==> src/rtl/core/greedy_coin_change_selector_core_macros.svh <==
// ------------------------------------------------------------------------
// greedy coin change selector assertion macros
// clocked concurrent checks on clk, disabled while rst_n is low
// ------------------------------------------------------------------------
`ifndef GREEDY_COIN_CHANGE_SELECTOR_CORE_MACROS_SVH
`define GREEDY_COIN_CHANGE_SELECTOR_CORE_MACROS_SVH

// check holds in the same cycle as the trigger
`define GCCS_ASSERT_NOW(label, trig, check, msg) \
    label: assert property (@(posedge clk) disable iff (!rst_n) (trig) |-> (check)) \
        else $error(msg);

// check holds in the cycle after the trigger
`define GCCS_ASSERT_NEXT(label, trig, check, msg) \
    label: assert property (@(posedge clk) disable iff (!rst_n) (trig) |=> (check)) \
        else $error(msg);

`endif

==> src/rtl/core/gccs_pkg.sv <==
`timescale 1ns / 1ps
// ------------------------------------------------------------------------
// gccs_pkg
// shared widths, denomination tables and types of the coin change selector
// ------------------------------------------------------------------------
package gccs_pkg;

    localparam int COUNT_BITS  = 8;
    localparam int SUM_BITS    = 16;
    localparam int NUM_DENOMS  = 8;
    localparam int IDX_W       = 3;
    localparam int DVAL_W      = 8;

    // exact division by a denomination: q = (n * ceil(2^K / d)) >> K
    localparam int RECIP_SHIFT = SUM_BITS + DVAL_W;
    localparam int RECIP_W     = RECIP_SHIFT + 1;
    localparam int PROD_W      = SUM_BITS + RECIP_W;
    localparam int SUB_W       = SUM_BITS + COUNT_BITS + DVAL_W;

    localparam logic [63:0] RECIP_BASE = 64'd1 << RECIP_SHIFT;

    // face values, smallest first
    localparam logic [DVAL_W-1:0] DENOM_VALUE [NUM_DENOMS] = '{
        8'd1, 8'd2, 8'd5, 8'd10, 8'd20, 8'd50, 8'd100, 8'd200
    };

    localparam logic [RECIP_W-1:0] DENOM_RECIP [NUM_DENOMS] = '{
        RECIP_W'((RECIP_BASE + 64'd0)   / 64'd1),
        RECIP_W'((RECIP_BASE + 64'd1)   / 64'd2),
        RECIP_W'((RECIP_BASE + 64'd4)   / 64'd5),
        RECIP_W'((RECIP_BASE + 64'd9)   / 64'd10),
        RECIP_W'((RECIP_BASE + 64'd19)  / 64'd20),
        RECIP_W'((RECIP_BASE + 64'd49)  / 64'd50),
        RECIP_W'((RECIP_BASE + 64'd99)  / 64'd100),
        RECIP_W'((RECIP_BASE + 64'd199) / 64'd200)
    };

    typedef enum logic [1:0] {
        ACT_CLEAR   = 2'd0,
        ACT_ADD     = 2'd1,
        ACT_REQUEST = 2'd2
    } action_t;

    // broadcast count update to every cell
    typedef struct packed {
        logic             clear;
        logic             add;
        logic [IDX_W-1:0] add_idx;
    } cell_ctl_t;

    // request travelling down the row
    typedef struct packed {
        logic                valid;
        logic [SUM_BITS-1:0] rest;
    } token_t;

    typedef struct packed {
        logic             hit;
        logic [IDX_W-1:0] idx;
    } denom_hit_t;

    // map a face value to its slot
    function automatic denom_hit_t find_denom(logic [DVAL_W-1:0] value);
        denom_hit_t res;
        res = '0;
        for (int k = 0; k < NUM_DENOMS; k++)
        begin
            if (value == DENOM_VALUE[k])
            begin
                res.hit = 1'b1;
                res.idx = IDX_W'(k);
            end
        end
        return res;
    endfunction

endpackage

==> src/rtl/core/gccs_cell.sv <==
`timescale 1ns / 1ps
// ------------------------------------------------------------------------
// gccs_cell
// one denomination: holds its coin count and takes its share of a request
// ------------------------------------------------------------------------
module gccs_cell import gccs_pkg::*; (
    input  logic                  clk,
    input  logic                  rst_n,
    input  logic [IDX_W-1:0]      idx,
    input  cell_ctl_t             ctl,
    input  token_t                up,
    output token_t                down,
    output logic [COUNT_BITS-1:0] taken
);

    logic [COUNT_BITS-1:0] count_reg;
    logic [COUNT_BITS-1:0] count_next;
    logic                  a_valid_reg;
    logic [SUM_BITS-1:0]   a_rest_reg;
    logic [SUM_BITS-1:0]   a_fit_reg;
    logic [SUM_BITS-1:0]   a_fit_next;
    logic                  down_valid_reg;
    logic [SUM_BITS-1:0]   down_rest_reg;
    logic [SUM_BITS-1:0]   down_rest_next;
    logic [COUNT_BITS-1:0] taken_reg;
    logic [COUNT_BITS-1:0] taken_next;
    logic [PROD_W-1:0]     prod;
    logic [SUB_W-1:0]      used;

    // count update, saturating at full scale
    always_comb
    begin
        count_next = count_reg;
        if (ctl.clear)
        begin
            count_next = '0;
        end
        else if (ctl.add && (ctl.add_idx == idx) && (count_reg != '1))
        begin
            count_next = count_reg + COUNT_BITS'(1);
        end
    end

    // first step: how many coins the incoming sum covers
    always_comb
    begin
        prod       = PROD_W'(up.rest) * PROD_W'(DENOM_RECIP[idx]);
        a_fit_next = prod[RECIP_SHIFT +: SUM_BITS];
    end

    // second step: limit by stock and pass on what is left
    always_comb
    begin
        if (SUB_W'(a_fit_reg) < SUB_W'(count_reg))
        begin
            taken_next = COUNT_BITS'(a_fit_reg);
        end
        else
        begin
            taken_next = count_reg;
        end
        used           = SUB_W'(taken_next) * SUB_W'(DENOM_VALUE[idx]);
        down_rest_next = SUM_BITS'(SUB_W'(a_rest_reg) - used);
    end

    // control state
    always_ff @(posedge clk or negedge rst_n)
    begin
        if (!rst_n)
        begin
            count_reg      <= '0;
            a_valid_reg    <= 1'b0;
            down_valid_reg <= 1'b0;
        end
        else
        begin
            count_reg      <= count_next;
            a_valid_reg    <= up.valid;
            down_valid_reg <= a_valid_reg;
        end
    end

    // payload
    always_ff @(posedge clk)
    begin
        if (up.valid)
        begin
            a_rest_reg <= up.rest;
            a_fit_reg  <= a_fit_next;
        end
        if (a_valid_reg)
        begin
            down_rest_reg <= down_rest_next;
            taken_reg     <= taken_next;
        end
    end

    assign down  = '{valid: down_valid_reg, rest: down_rest_reg};
    assign taken = taken_reg;

endmodule

==> config.mk <==
export PLATFORM = sky130hd
export DESIGN_NAME = gccs_cell
export DESIGN_NICKNAME = d
export VERILOG_FILES = /design/src/rtl/core/greedy_coin_change_selector_core_macros.svh /design/src/rtl/core/gccs_pkg.sv /design/src/rtl/core/gccs_cell.sv
export SDC_FILE = /design/constraint.sdc
export NUM_CORES = 1
export LEC_CHECK = 0
export ABC_AREA = 0
export BUFFER_PORTS_ARGS = -buffer_cell sky130_fd_sc_hd__buf_2
export CORE_UTILIZATION = 30
export DETAILED_ROUTE_END_ITERATION = 8
export PLACE_DENSITY_LB_ADDON = 0.05
export SLEW_MARGIN = 25
export SYNTH_ARGS = -nofsm -noshare
export SYNTH_HDL_FRONTEND = slang
export SYNTH_SLANG_ARGS = --single-unit
==> constraint.sdc <==
create_clock -name clk -period 8.4 [get_ports clk]
set_clock_uncertainty 0.15 [all_clocks]
set_input_delay 1.26 -clock clk [delete_from_list [all_inputs] [get_ports clk]]
set_output_delay 1.26 -clock clk [all_outputs]
set_load 0.01 [all_outputs]
==> impl_metrics.py <==
metrics = {
    "synth": {
        "synthCells": 1859,
        "synth.ff_latch_count": 66,
        "synth_area_um2": 17130,
        "yosysUniqueCellTypes": 57,
        "synth.area.top_cells": "fa_1 (41%), ha_1 (13%), inv_1 (10%), edfxtp_1 (9.8%), nand2_1 (5.3%)",
        "synth-async-reset-ratio_pct": 15.15,
        "synth_ff_type": "edfxtp_1",
        "synth_compound_area_share_pct": 5.930,
        "synth_top_area_cell": "fa_1",
        "yosysSeqAreaShare_pct": 11.28,
        "synth_top_area_share_pct": 40.90,
        "syn_avg_cell_area_um2": 9.215,
        "synth_mux_area_share_pct": 0.1169,
        "synth_top_family_by_area": "adder cells",
        "syn_nets": 2412,
        "yosys_warnings": 0,
        "synth_xor_xnor_area_share_pct": 2.249,
        "synth_edf_count": 56,
        "synth-simple-area-share_pct": 14.94,
        "synth_fa_ha_area_share_pct": 53.75,
    },
    "sta": {
        "hold_violations": 0,
        "fin_crit_sh_pct": 92.62,
        "period_minus_slack_ps": 7780,
        "rsz0062_at_grt": "no",
        "finalMaxSlewViolations": 0,
        "worst_slack_ps": 620.2,
        "tightest_slew_ps": 963.9,
        "slew_headroom_pct": 35.64,
        "timing.fmax_mhz": 128.5,
        "finalSetupViolations": 0,
        "tns_ps": 0,
    },
    "setup_path": {
        "startpoint": "idx[1]",
        "slowest_stage": "fa_1",
        "crit_fanout": 12,
        "required_ps": 8350,
        "reg2reg_setup_slack_ps": 1530,
        "cpMostUsedCell": "fa_1",
        "r2r_start": "count_reg[7]",
        "r2r-end": "down_rest_reg[15]",
        "worst_r2r_path_depth": 22,
        "crit_path_end": "a_fit_reg[2]",
        "critPathMaxStageDelay_ps": 560,
        "cp.arrival_ps": 7730,
        "cp-end-kind": "register",
        "start_kind": "input pin",
        "worstSetupPathType": "in -> reg",
    },
    "die": {
        "dieArea_um2": 58060,
        "start_util_pct": 30.38,
        "die_w_um": 241.0,
        "core_area_um2": 56390,
        "die_y_um": 241.0,
        "ioPinCount": 52,
        "std_cell_rows": 87,
    },
    "route": {
        "viasPerCell": 4.592,
        "drc_errors": 0,
        "routedWlPerCell_um": 21.49,
        "firstDrtPassIters": 5,
        "ant_nets": 0,
        "vias": 12440,
        "drt-total-wl_um": 58190,
        "drt_iter0_markers": 650,
    },
    "global_route": {
        "grt_pass1_vias": 13680,
        "grtUsageTotal_pct": 21.24,
        "grt_overflow": 0,
        "grt_max_degree": 34,
        "antenna_found_initial": 0,
        "grt_pass1_wl_um": 88180,
    },
    "cts": {
        "cts_tree": "yes",
        "cts_max_level": 3,
        "cts_setup_buffers": 0,
        "clkTransAtPathRegs_ps": 60,
        "clock_sinks": 66,
        "cts_resized": 0,
        "clk-insertion-delay-late_ps": 350,
        "clk_path_buf_depth": 2,
        "ctsHoldBuffers": 0,
        "cts-root-buf": "clkbuf_16",
        "cts_made_buffers": 9,
    },
    "finish": {
        "final-seq-area_um2": 1933,
        "instances_no_fill": 2708,
        "nFillCells": 5979,
        "multi_input_area_um2": 13190,
        "nNetsFinal": 2500,
        "diodes": 0,
        "layout-drive-gt1-share_pct": 10.19,
        "area_growth_pct": 11.33,
    },
    "place": {
        "dp_slack_ps": 141.7,
        "place_inst": 2692,
        "io_buffer_count": 51,
        "place_hpwl_um": 49780,
        "gp_congestion": 0.8543,
    },
    "pwr": {
        "p_leak_nw": 9.588,
        "ir_worst_vdd_uv": 281.5,
        "cellPowerDensity_nw_per_um2": 297.8,
    },
    "min_path": {
        "hp-class": "reg -> reg",
    },
    "flow_run": {
        "drv_cap": 0,
    },
    "outcome": {
        "status": "completed",
    },
}
critical path: cells and delay by family:
| family | cells | cell delay, ps |
|---|---|---|
| AO/OA/AOI/OAI | 5 | 1140 |
| XOR/XNOR | 1 | 90 |
| AND/OR/NAND/NOR | 4 | 730 |
| adder cells (fa/ha/maj) | 8 | 3540 |
| buffers and inverters | 8 | 970 |
worst min path at each step:
stage / endpoint / cells past startpoint / start / slack [ps]
finish: count_reg[5] / 2 / count_reg[5] / 440
global route: count_reg[5] / 2 / count_reg[5] / 490
CTS: count_reg[5] / 2 / count_reg[5] / 450
detailed placement: count_reg[5] / 2 / count_reg[5] / 440
global placement: count_reg[5] / 2 / count_reg[5] / 420
floorplan: count_reg[5] / 2 / count_reg[5] / 390
power by group:
part           switching (mW)  leakage (nW)  total, mW  internal, mW
logic                    2.78          8.76       4.75          1.97
clock network           0.155         0.139      0.383         0.228
registers              0.0353         0.685      0.545         0.510
total                    2.97          9.59       5.68          2.71
Yosys cell counts (all sizes together) (3+ instances only):
| cell | count |
|---|---|
| a21o | 12 |
| o31ai | 4 |
| o2111ai | 4 |
| nor2 | 91 |
| o21ai | 32 |
| or3 | 5 |
| nand2b | 6 |
| a211oi | 20 |
| or2 | 19 |
| clkbuf | 51 |
| fa | 350 |
| inv | 476 |
| buf | 7 |
| o311ai | 3 |
| a21oi | 35 |
| nand4 | 7 |
| nor3 | 11 |
| edfxtp | 56 |
| nor2b | 6 |
| dfrtp | 10 |
| and2 | 120 |
| and3 | 5 |
| nand3 | 34 |
| xor2 | 9 |
| nand2 | 241 |
| ha | 176 |
| xnor2 | 35 |
| o21a | 12 |
cell usage in the layout (no fill, tap or decap), types with 12 or more instances in the layout:
master / netlist / final
a211oi_2: 12 / 12
a21oi_1: 33 / 33
and2_1: 120 / 120
buf_2: 1 / 51
buf_4: 1 / 81
edfxtp_1: 56 / 56
fa_1: 350 / 350
ha_1: 176 / 176
inv_1: 469 / 469
nand2_1: 241 / 241
nand3_1: 34 / 34
nor2_1: 91 / 91
o21a_1: 12 / 12
o21ai_0: 30 / 28
or2_2: 19 / 19
xnor2_1: 35 / 35
stage by stage:
| stage | hold WS (ps) | cell area [um^2] | util (%) | power (mW) |
|---|---|---|---|---|
| 6_report | 444.7 | 19070 | 33.82 | 5.679 |
| 5_1_grt | 487.7 | 19070 | 33.82 | 6.438 |
| 4_1_cts | 445.4 | 19070 | 33.82 | 5.760 |
| 3_5_place_dp | 437.0 | 18780 | 33.30 | 5.336 |
| 3_3_place_gp | 419.0 | 18780 | 33.30 | 5.350 |
| 2_1_floorplan | 391.5 | 17130 | - | 3.645 |
kinds of logic after synthesis:
family | after synthesis
muxes | 2
DFF | 66
adders and majority gates | 526
xor gates and xnor gates | 44
buffers and inverters | 534
and+or+nand+nor | 550
AOI/OAI and AO/OA | 137
per-layer routing:
layer	part of all wire, %	vias to the layer above	track usage (%)	routed length (um)
met1	47	6342	29.39	27230
met4	2.4	0	5.677	1405
met5	0	-	0	0
li1	-	5762	-	-
met2	47	276	35.25	27290
met3	3.9	55	2.150	2273
layout make-up:
cell class	instances	area share (%)
repair buffers	135	4.842
flip-flops and latches	66	10.14
inverters	476	9.368
clock inverters	7	0.3543
multi-input cells	1259	69.16
clock buffers	9	1.181
well taps	756	4.960
Note: power is estimated with default switching activity, not from simulation.
